## config.mk

```make
export PLATFORM = sky130hd
export DESIGN_NAME = wall_sensor_filter_and_classify_unit
export DESIGN_NICKNAME = d
export VERILOG_FILES = /design/src/hw/rtl/wsfc_pkg.sv /design/src/hw/rtl/wsfc_ctrl.sv /design/src/hw/rtl/wsfc_datapath.sv /design/src/hw/rtl/wall_sensor_filter_and_classify_unit.sv
export SDC_FILE = /design/constraint.sdc
export NUM_CORES = 1
export LEC_CHECK = 0
export BUFFER_PORTS_ARGS = -buffer_cell sky130_fd_sc_hd__buf_2
export CAP_MARGIN = 10
export CORE_MARGIN = 4
export CORE_UTILIZATION = 63
export CTS_CLUSTER_SIZE = 12
export DETAILED_ROUTE_END_ITERATION = 8
export PLACE_DENSITY = 0.8
export SYNTH_ARGS = -nofsm -noshare
export SYNTH_HDL_FRONTEND = slang
export SYNTH_SLANG_ARGS = --single-unit
```

## constraint.sdc

```tcl
create_clock -name aclk -period 6.6 [get_ports aclk]
set_clock_uncertainty 0.15 [all_clocks]
set_input_delay 0 -clock aclk [delete_from_list [all_inputs] [get_ports aclk]]
set_output_delay 0 -clock aclk [all_outputs]
set_load 0.005 [all_outputs]
```

## src/hw/rtl/wsfc_pkg.sv

```systemverilog
// ----------------------------------------------------------------------------
// wsfc_pkg
// Shared widths, wall codes, register indexes and the controller/datapath
// command and status types of the wall sensor filter.
// ----------------------------------------------------------------------------
package wsfc_pkg;

    localparam int DATA_W    = 12;
    localparam int PAT_W     = 8;
    localparam int CFG_IDX_W = 2;

    // wall bits
    localparam logic [PAT_W-1:0] WALL_FRONT = 8'h88;
    localparam logic [PAT_W-1:0] WALL_RIGHT = 8'h44;
    localparam logic [PAT_W-1:0] WALL_LEFT  = 8'h11;

    // configuration register indexes
    localparam logic [CFG_IDX_W-1:0] CFG_FRONT_RIGHT_THR = 2'd0;
    localparam logic [CFG_IDX_W-1:0] CFG_FRONT_LEFT_THR  = 2'd1;
    localparam logic [CFG_IDX_W-1:0] CFG_RIGHT_THR       = 2'd2;
    localparam logic [CFG_IDX_W-1:0] CFG_LEFT_THR        = 2'd3;

    // controller to datapath
    typedef struct packed {
        logic capture;   // take the input item, seed the accumulators
        logic accum;     // add oldest history entry, rotate history
        logic multiply;  // reciprocal multiply of the sums
        logic commit;    // shift history, load the output register
        logic use_avg;   // commit the average rather than the raw reading
    } wsfc_cmd_t;

    // datapath to controller
    typedef struct packed {
        logic out_free;  // output register can take a new item
    } wsfc_status_t;

endpackage

```

## src/hw/rtl/wsfc_ctrl.sv

```systemverilog
// ----------------------------------------------------------------------------
// wsfc_ctrl
// Sequencer: accepts an item, steps the datapath through accumulation and
// division once the history is full, commits, and tracks the history fill count.
// ----------------------------------------------------------------------------
module wsfc_ctrl
    import wsfc_pkg::*;
#(
    parameter int HISTORY_DEPTH = 4
) (
    input  logic         aclk,
    input  logic         aresetn,
    input  logic         s_valid,
    output logic         s_ready,
    input  wsfc_status_t status,
    output wsfc_cmd_t    cmd
);

    localparam int CNT_W = $clog2(HISTORY_DEPTH + 1);
    localparam logic [CNT_W-1:0] DEPTH_C = CNT_W'(HISTORY_DEPTH);
    localparam logic [CNT_W-1:0] LAST_C  = CNT_W'(HISTORY_DEPTH - 1);

    localparam logic [1:0] ST_IDLE = 2'd0;
    localparam logic [1:0] ST_SUM  = 2'd1;
    localparam logic [1:0] ST_MUL  = 2'd2;
    localparam logic [1:0] ST_DONE = 2'd3;

    logic [1:0]       state_reg, state_next;
    logic [CNT_W-1:0] step_reg,  step_next;
    logic [CNT_W-1:0] fill_reg,  fill_next;
    logic             fill_full;

    assign fill_full = (fill_reg == DEPTH_C);

    // next state and commands
    always_comb begin
        state_next   = state_reg;
        step_next    = step_reg;
        fill_next    = fill_reg;
        cmd          = '0;
        s_ready      = (state_reg == ST_IDLE);
        cmd.capture  = s_valid && (state_reg == ST_IDLE);
        cmd.use_avg  = fill_full;
        unique case (state_reg)
            ST_IDLE: begin
                step_next = '0;
                if (s_valid) begin
                    state_next = fill_full ? ST_SUM : ST_DONE;
                end
            end
            ST_SUM: begin
                cmd.accum = 1'b1;
                step_next = step_reg + 1'b1;
                if (step_reg == LAST_C) begin
                    state_next = ST_MUL;
                end
            end
            ST_MUL: begin
                cmd.multiply = 1'b1;
                state_next   = ST_DONE;
            end
            ST_DONE: begin
                if (status.out_free) begin
                    cmd.commit = 1'b1;
                    state_next = ST_IDLE;
                    if (!fill_full) begin
                        fill_next = fill_reg + 1'b1;
                    end
                end
            end
            default: begin
                state_next = ST_IDLE;
            end
        endcase
    end

    // state registers
    always_ff @(posedge aclk) begin
        if (!aresetn) begin
            state_reg <= ST_IDLE;
            step_reg  <= '0;
            fill_reg  <= '0;
        end else begin
            state_reg <= state_next;
            step_reg  <= step_next;
            fill_reg  <= fill_next;
        end
    end

endmodule

```

## src/hw/rtl/wsfc_datapath.sv

```systemverilog
// ----------------------------------------------------------------------------
// wsfc_datapath
// History shift lines, running sums, reciprocal divider, threshold
// registers, wall classification and the output register.
// ----------------------------------------------------------------------------
module wsfc_datapath
    import wsfc_pkg::*;
#(
    parameter int HISTORY_DEPTH = 4
) (
    input  logic                 aclk,
    input  logic                 aresetn,
    input  wsfc_cmd_t            cmd,
    output wsfc_status_t         status,
    // configuration
    input  logic                 cfg_wr,
    input  logic [CFG_IDX_W-1:0] cfg_index,
    input  logic [DATA_W-1:0]    cfg_data,
    // input item
    input  logic [DATA_W-1:0]    s_front_right_reading,
    input  logic [DATA_W-1:0]    s_front_left_reading,
    input  logic [DATA_W-1:0]    s_left_reading,
    input  logic [DATA_W-1:0]    s_right_reading,
    // result item
    output logic                 m_valid,
    input  logic                 m_ready,
    output logic [DATA_W-1:0]    m_left_filtered,
    output logic [DATA_W-1:0]    m_right_filtered,
    output logic [PAT_W-1:0]     m_wall_pattern,
    output logic                 m_filter_primed
);

    localparam int ACC_W  = DATA_W + $clog2(HISTORY_DEPTH + 1);
    localparam int RCP_W  = 32;
    localparam int PROD_W = ACC_W + RCP_W;
    // ceil(2^32 / (depth+1)): exact floor division for sums below 2^16
    localparam logic [63:0] DIVISOR = 64'(HISTORY_DEPTH + 1);
    localparam logic [RCP_W-1:0] RECIP =
        RCP_W'(((64'd1 << RCP_W) + DIVISOR - 64'd1) / DIVISOR);

    logic [DATA_W-1:0] fr_reg, fl_reg, left_cur_reg, right_cur_reg;
    logic [ACC_W-1:0]  left_acc_reg, right_acc_reg;
    logic [PROD_W-1:0] left_prod_reg, right_prod_reg;
    logic [DATA_W-1:0] left_hist_reg  [HISTORY_DEPTH];
    logic [DATA_W-1:0] right_hist_reg [HISTORY_DEPTH];

    logic [DATA_W-1:0] fr_thr_reg, fl_thr_reg, r_thr_reg, l_thr_reg;

    logic              m_valid_reg;
    logic [DATA_W-1:0] m_left_reg, m_right_reg;
    logic [PAT_W-1:0]  m_pattern_reg;
    logic              m_primed_reg;

    logic [DATA_W-1:0] left_new, right_new;
    logic [PAT_W-1:0]  pattern_next;

    assign status.out_free = !m_valid_reg || m_ready;

    // value committed to history and output
    assign left_new  = cmd.use_avg ? left_prod_reg[RCP_W +: DATA_W]  : left_cur_reg;
    assign right_new = cmd.use_avg ? right_prod_reg[RCP_W +: DATA_W] : right_cur_reg;

    // wall classification, strict compares
    always_comb begin
        pattern_next = '0;
        if ((fr_reg > fr_thr_reg) || (fl_reg > fl_thr_reg)) begin
            pattern_next = pattern_next | WALL_FRONT;
        end
        if (right_new > r_thr_reg) begin
            pattern_next = pattern_next | WALL_RIGHT;
        end
        if (left_new > l_thr_reg) begin
            pattern_next = pattern_next | WALL_LEFT;
        end
    end

    // threshold registers
    always_ff @(posedge aclk) begin
        if (!aresetn) begin
            fr_thr_reg <= '0;
            fl_thr_reg <= '0;
            r_thr_reg  <= '0;
            l_thr_reg  <= '0;
        end else if (cfg_wr) begin
            unique case (cfg_index)
                CFG_FRONT_RIGHT_THR: fr_thr_reg <= cfg_data;
                CFG_FRONT_LEFT_THR:  fl_thr_reg <= cfg_data;
                CFG_RIGHT_THR:       r_thr_reg  <= cfg_data;
                CFG_LEFT_THR:        l_thr_reg  <= cfg_data;
                default: ;
            endcase
        end
    end

    // input capture, accumulation and reciprocal multiply
    always_ff @(posedge aclk) begin
        if (cmd.capture) begin
            fr_reg        <= s_front_right_reading;
            fl_reg        <= s_front_left_reading;
            left_cur_reg  <= s_left_reading;
            right_cur_reg <= s_right_reading;
            left_acc_reg  <= ACC_W'(s_left_reading);
            right_acc_reg <= ACC_W'(s_right_reading);
        end else if (cmd.accum) begin
            left_acc_reg  <= left_acc_reg  + ACC_W'(left_hist_reg[0]);
            right_acc_reg <= right_acc_reg + ACC_W'(right_hist_reg[0]);
        end
        if (cmd.multiply) begin
            left_prod_reg  <= PROD_W'(left_acc_reg)  * PROD_W'(RECIP);
            right_prod_reg <= PROD_W'(right_acc_reg) * PROD_W'(RECIP);
        end
    end

    // history lines: rotate while summing, shift in the new value on commit
    always_ff @(posedge aclk) begin
        if (cmd.accum || cmd.commit) begin
            for (int i = 0; i < HISTORY_DEPTH - 1; i++) begin
                left_hist_reg[i]  <= left_hist_reg[i+1];
                right_hist_reg[i] <= right_hist_reg[i+1];
            end
            if (cmd.accum) begin
                left_hist_reg[HISTORY_DEPTH-1]  <= left_hist_reg[0];
                right_hist_reg[HISTORY_DEPTH-1] <= right_hist_reg[0];
            end else begin
                left_hist_reg[HISTORY_DEPTH-1]  <= left_new;
                right_hist_reg[HISTORY_DEPTH-1] <= right_new;
            end
        end
    end

    // output register
    always_ff @(posedge aclk) begin
        if (!aresetn) begin
            m_valid_reg <= 1'b0;
        end else if (cmd.commit) begin
            m_valid_reg <= 1'b1;
        end else if (m_ready) begin
            m_valid_reg <= 1'b0;
        end
        if (cmd.commit) begin
            m_left_reg    <= left_new;
            m_right_reg   <= right_new;
            m_pattern_reg <= pattern_next;
            m_primed_reg  <= cmd.use_avg;
        end
    end

    assign m_valid          = m_valid_reg;
    assign m_left_filtered  = m_left_reg;
    assign m_right_filtered = m_right_reg;
    assign m_wall_pattern   = m_pattern_reg;
    assign m_filter_primed  = m_primed_reg;

endmodule

```

## src/hw/rtl/wall_sensor_filter_and_classify_unit.sv

```systemverilog
// An accepted item goes straight to commit while the history fills; once primed,
//   the sequencer first sums each history entry in turn and multiplies by the
//   reciprocal. Commit waits for a free output register, and a new item is taken
//   only after the previous one has been committed.
// Reset: synchronous, active low; clears sequencer, fill count, thresholds and
//   output valid. History contents are not cleared; the fill phase writes them.
// ----------------------------------------------------------------------------
// wall_sensor_filter_and_classify_unit
// Wall sensor moving-average filter with threshold wall classification.
// ----------------------------------------------------------------------------
module wall_sensor_filter_and_classify_unit
    import wsfc_pkg::*;
#(
    parameter int HISTORY_DEPTH = 4
) (
    input  logic                 aclk,
    input  logic                 aresetn,
    // configuration write channel
    input  logic                 cfg_valid,
    output logic                 cfg_ready,
    input  logic [CFG_IDX_W-1:0] cfg_index,
    input  logic [DATA_W-1:0]    cfg_data,
    // input channel
    input  logic                 s_valid,
    output logic                 s_ready,
    input  logic [DATA_W-1:0]    s_front_right_reading,
    input  logic [DATA_W-1:0]    s_front_left_reading,
    input  logic [DATA_W-1:0]    s_left_reading,
    input  logic [DATA_W-1:0]    s_right_reading,
    // result channel
    output logic                 m_valid,
    input  logic                 m_ready,
    output logic [DATA_W-1:0]    m_left_filtered,
    output logic [DATA_W-1:0]    m_right_filtered,
    output logic [PAT_W-1:0]     m_wall_pattern,
    output logic                 m_filter_primed
);

    wsfc_cmd_t    cmd;
    wsfc_status_t status;

    // registers always writable
    assign cfg_ready = 1'b1;

    wsfc_ctrl #(
        .HISTORY_DEPTH (HISTORY_DEPTH)
    ) u_ctrl (
        .aclk    (aclk),
        .aresetn (aresetn),
        .s_valid (s_valid),
        .s_ready (s_ready),
        .status  (status),
        .cmd     (cmd)
    );

    wsfc_datapath #(
        .HISTORY_DEPTH (HISTORY_DEPTH)
    ) u_datapath (
        .aclk                  (aclk),
        .aresetn               (aresetn),
        .cmd                   (cmd),
        .status                (status),
        .cfg_wr                (cfg_valid && cfg_ready),
        .cfg_index             (cfg_index),
        .cfg_data              (cfg_data),
        .s_front_right_reading (s_front_right_reading),
        .s_front_left_reading  (s_front_left_reading),
        .s_left_reading        (s_left_reading),
        .s_right_reading       (s_right_reading),
        .m_valid               (m_valid),
        .m_ready               (m_ready),
        .m_left_filtered       (m_left_filtered),
        .m_right_filtered      (m_right_filtered),
        .m_wall_pattern        (m_wall_pattern),
        .m_filter_primed       (m_filter_primed)
    );

endmodule

```

# Word level (Yosys, flattened, before mapping)
# Memories as Yosys holds them, arrays and structs flattened.
# Index checks and enable logic that the tools add are counted.
[totals] out_inout_bits=36 rom_bits=0 ramBits=96 ff_bits=252 latchBits=0 wordCells=95 mem_count=2 in_bits=67
[memory_table] memory="u_datapath.left_hist_reg" words=4 word_bits=12 read_ports=4 rd_ports_with_merged_regs=0 write_ports=4 line_no="wsfc_datapath.sv:44" rtl="logic [DATA_W-1:0] left_hist_reg [HISTORY_DEPTH];"
[memory_table] memory="u_datapath.right_hist_reg" words=4 word_bits=12 read_ports=4 rd_ports_with_merged_regs=0 write_ports=4 line_no="wsfc_datapath.sv:45" rtl="logic [DATA_W-1:0] right_hist_reg [HISTORY_DEPTH];"
[classes] div_mod_pow=0 multipliers=2 addsub=4 order_cmp=4 shifts=0 reduce_logical=16 n_eq_ne=11 n_bitwise=3 n_mux=30
[op_table] op="12-bit 2-to-1 mux" n=8
[op_table] op="15-bit by 28-bit multiplier with 42-bit output (second input constant)" n=2
[op_table] op="12-bit > comparator" n=4
[op_table] op="15-bit by 12-bit adder with 15-bit output" n=2
[op_table] op="1-bit 2-to-1 mux" n=14
[op_table] op="2-bit == test (second input constant)" n=4
[op_table] op="2-bit 2-to-1 mux" n=4
[op_table] op="8-bit 2-to-1 mux" n=1
[op_table] op="2-bit case mux with 4 select lines" n=1
[op_table] op="2-bit AND reduction" n=4
[op_table] op="7-bit 2-to-1 mux" n=1
[op_table] op="3-bit by 1-bit adder with 3-bit output (second input constant)" n=2
[op_table] op="3-bit case mux with 2 select lines" n=1
[op_table] op="3-bit AND reduction" n=2
[op_table] op="2-bit nonzero test" n=3
[op_table] op="2-bit by 1-bit == test with 1-bit output (second input constant)" n=2
[op_table] op="2-bit zero test" n=2
[op_table] op="2-bit inequality test (second input constant)" n=2
[op_table] op="3-bit by 2-bit == test with 1-bit output (second input constant)" n=1
[op_table] op="3-bit == test (second input constant)" n=1
[op_table] op="1-bit logical OR" n=3
[op_table] op="2-bit by 1-bit inequality test with 1-bit output (second input constant)" n=1
[op_table] op="1-bit OR" n=2
[op_table] op="1-bit logical AND" n=1
[op_table] op="2 further kinds" n=2

# Logic depth before layout (Yosys ltp)
[depth] word_depth=8 ltp_mapped=21

# Modules after synthesis
# Synthesis repeated with hierarchy kept, for this count alone.
[unflattened] cells_unflattened=1828 area_unflattened_um2=20656.1
[by_module_without_submodules] module="wsfc_datapath" area_per_inst_um2=20146.8 seq_area_each_um2=7707.4 cells_each=1769 n_inst=1
[by_module_without_submodules] module="wsfc_ctrl" area_per_inst_um2=498.0 seq_area_each_um2=160.2 cells_each=57 n_inst=1
[by_module_without_submodules] module="wall_sensor_filter_and_classify_unit" area_per_inst_um2=11.3 seq_area_each_um2=0.0 cells_each=2 n_inst=1

# Worst setup path after synthesis
# Ideal clock, no wire load.
[synth_path] path_type="register -> register" start="register u_datapath.right_acc_reg[9]" end="register u_datapath.right_prod_reg[38], data pin" stages_incl_launch_ff=20 setup_ns=0.266 t_arrival_ns=5.447 required_time_ns=6.184 n_path_buf=0 setup_slack_ns=0.737 synth_period_minus_slack_ns=5.863 path_cell_list="edfxtp_1 ha_1 fa_1 inv_1 fa_1 inv_1 fa_1 fa_1 inv_1 fa_1 inv_1 ha_1 and2_1 a221o_1 maj3_2 a41oi_2 nand3_2 a21oi_2 o221ai_1 xor2_1"
[synth_via] elab_chain_cells=1
[synth_rtl] item="from (decl)" line_no="wsfc_datapath.sv:42" rtl="logic [ACC_W-1:0] left_acc_reg, right_acc_reg;"
[synth_rtl] item="from (signal assigned)" line_no="wsfc_datapath.sv:103" rtl="right_acc_reg <= ACC_W'(s_right_reading);"
[synth_rtl] item="from (signal assigned)" line_no="wsfc_datapath.sv:106" rtl="right_acc_reg <= right_acc_reg + ACC_W'(right_hist_reg[0]);"
[synth_rtl] item="15-bit by 28-bit multiplier with 42-bit output" line_no="wsfc_datapath.sv:110" rtl="right_prod_reg <= PROD_W'(right_acc_reg) * PROD_W'(RECIP);"
[synth_rtl] item="to (signal assigned)" line_no="wsfc_datapath.sv:110"
[synth_rtl] item="to (decl)" line_no="wsfc_datapath.sv:43" rtl="logic [PROD_W-1:0] left_prod_reg, right_prod_reg;"
# Every way passes these cells.
# A chain may end at the register's enable or synchronous reset.

# Final worst setup path
[layout_path] start="register u_datapath.right_acc_reg[13]" end="register u_datapath.right_prod_reg[38], data pin"
# The elaborated chain is that of the path after synthesis.

==> flow_summary_export.csv <==
group,metric,value,unit
outcome,status,"finished, final reports clean",
global_routing,grt_pass1_wl,77.1,mm
timing,min_period,6.29,ns
timing,worst_slew_pin_slew,1.18,ns
cts,clk_latency,0.55,ns
floorplanning,ios,103,
yosys,avgSynthCellArea,11.3,um^2
yosys,synthMuxAreaShare,3.10,%
layout,area_delta_synth_final,13.3,%
timing,slew_headroom,21.1,%
timing,rsz0062_at_grt,"false",
floorplanning,start_util,64.3,%
critical_path,worstReg2RegEnd,"u_datapath.right_prod_reg[38]$_DFFE_PP_",
yosys,synth-simple-area-share,7.57,%
route,drt_pass1_iterations,7,
timing,final-setup-viol-count,0,
yosys,synthAdderAreaFrac,33.1,%
yosys,synth_area_leaders,"edfxtp_1, ha_1, fa_1",
critical_path,start_kind,"flop",
cts,cts_buffer_depth,3,
critical_path,rrSetupSlack,0.31,ns
yosys,synth_top_family_by_area,"adder cells",
floorplanning,die_height,188,um
critical_path,cp_max_fo,7,
critical_path,reg2reg_depth,21,
route,drt-met1-wl,19.7,mm
floorplanning,rows,65,
floorplanning,die-width,188,um
layout,fin_nets,2516,
route,routed_wl,48.1,mm
cts,post_cts_buffers,0,
global_routing,grt_usage,27.3,%
route,ant_nets,0,
yosys,synthFlopType,"edfxtp_1",
route,met3_length,2.50,mm
route,vias,13997,
critical_path,required,6.74,ns
yosys,syn_inst,1802,
yosys,synth_edf_count,220,
run,max_cap_viol_count,0,
placement,gp_congestion,0.971,
cts,h-tree-depth,1,
layout,num_antenna_cells,0,
route,wire_per_inst,19.6,um
route,drc,0,
global_routing,grt.overflow.total,0,
critical_path,worstSetupStartpoint,"u_datapath.right_acc_reg[13]$_SDFFE_PP0P_",
timing,drv_slew,0,
placement,numPortBuffers,99,
timing,fin_crit_sh,95.3,%
layout,drive_above_1_share,10.4,%
timing,finalSetupTns,0,ns
critical_path,path_class,"reg2reg",
global_routing,first_global_vias,14692,
min_path,hold_class,"in2reg",
cts,cts_root_buf,"clkbuf_16",
cts,cts_buffers,29,
yosys,synth_cell_type_count,71,
critical_path,reg2reg_from,"u_datapath.right_acc_reg[13]$_SDFFE_PP0P_",
yosys,ys_seq_area_share,38.5,%
layout,num-fill-cells,2134,
yosys,synth_area,20400,um^2
global_routing,grt_max_degree,97,
min_path,worstHoldStart,"s_front_left_reading[9]",
timing,max_freq,0.159,GHz
floorplanning,die_area,35400,um^2
route,initialDrtViolationCount,1020,
yosys,synth_top_area_cell,"edfxtp_1",
cts,clkTransAtPathRegs,0.06,ns
yosys,synth_xor_area_share,2.39,%
floorplanning,fp.coreArea,31800,um^2
yosys,ys_warn_count,0,
critical_path,setup.worst_path.end_class,"flop",
route,met2_length,24.4,mm
yosys,synth-async-reset-ratio,0,%
cts,cts_tree,"built",
critical_path,cp_data_arrival_time,6.43,ns
placement,hpwl,35.4,mm
global_routing,antenna_found_initial,0,
yosys,ys_ff_latch,283,
timing,finalHoldViolCount,0,
cts,clock_sinks,283,
yosys,synth-compound-area-share,8.24,%
route,top_layer_used,"met4",
yosys,netlist.area_leader.share,32.3,%
route,via_per_inst,5.71,
critical_path,cp-endpoint,"u_datapath.right_prod_reg[38]$_DFFE_PP_",
==> cell usage after synthesis, types with 36 or more instances <==
cell type,number
a21oi_1,84
dfxtp_1,63
edfxtp_1,220
fa_1,142
ha_1,312
inv_1,342
mux2_2,42
nand2_1,89
nor2_1,70
nor2b_1,41
o21ai_0,46
xnor2_1,36
==> per-layer routing <==
layer | vias up | global-route usage, %
met5 | - | 0
met3 | 120 | 2.76
met4 | 0 | 7.45
met2 | 469 | 47.7
met1 | 6906 | 36.6
li1 | 6502 | -
==> worst min path at each step <==
stage,end,depth (start not counted)
detailed placement,u_datapath.fl_reg[6]$_DFFE_PP_,1
global placement,u_datapath.fr_reg[8]$_DFFE_PP_,1
floorplan,u_datapath.fl_reg[0]$_DFFE_PP_,0
finish,u_datapath.fl_reg[9]$_DFFE_PP_,2
CTS,u_datapath.fr_reg[3]$_DFFE_PP_,2
global route,u_datapath.fl_reg[9]$_DFFE_PP_,2
==> layout by cell type (no fill, tap or decap), types with 42 or more instances in the layout <==
master / n
ha_1: 312
inv_1: 342
dlygate4sd3_1: 83
nand2_1: 89
dfxtp_1: 63
fa_1: 142
mux2_2: 42
buf_2: 99
nor2_1: 70
edfxtp_1: 220
a21oi_1: 84
o21ai_0: 46
==> through the flow <==
stage	cells	utilization, %	area (um^2)	hold WS (ns)	setup WS (ns)
floorplan	1803	-	20400	-0.0511	0.737
global placement	2315	67.4	21400	0.0261	0.428
detailed placement	2315	67.4	21400	0.0283	0.313
CTS	2451	72.8	23100	0.000811	0.288
global route	2452	72.8	23200	0.0103	0.0227
finish	2452	72.8	23200	0.0209	0.313
==> layout make-up <==
type / count / area (um^2) / area share, %
Multi-Input combinational cell: 1143 / 11100 / 48.1
Inverter: 343 / 1290 / 5.56
Tap cell: 435 / 544 / 2.35
Sequential cell: 283 / 7870 / 34.0
Clock buffer: 51 / 868 / 3.75
Clock inverter: 2 / 15.0 / 0.0648
Timing Repair Buffer: 195 / 1430 / 6.16
==> what timing repair did <==
item,4_1_cts,5_1_grt
resized for setup,0,1
endpoints found under the hold margin,128,0
endpoints found under the setup margin,0,1
hold buffers,83,0
==> worst max-delay path: stages, from the launching register on <==
cell	delay (ns)
dfxtp_1	0.38
inv_1	0.09
ha_1	0.28
inv_1	0.07
fa_1	0.59
inv_1	0.10
fa_1	0.50
inv_1	0.08
fa_1	0.42
fa_1	0.51
inv_1	0.05
fa_1	0.53
inv_1	0.04
ha_1	0.37
and2_1	0.19
a221o_1	0.29
maj3_2	0.31
a41oi_2	0.17
nand3_2	0.26
a21oi_4	0.30
o221ai_1	0.16
xor2_1	0.16
==> logic make-up after synthesis <==
group	Yosys count
flip-flops	283
buffers and inverters	377
adder cells (fa/ha/maj)	456
AND/OR/NAND/NOR	313
XOR/XNOR	55
multiplexers	58
other	2
AO/OA/AOI/OAI	258
Power is left out: the tool's default activity adds up to more than one toggle a clock period on the data nets, which glitch-free logic cannot reach.
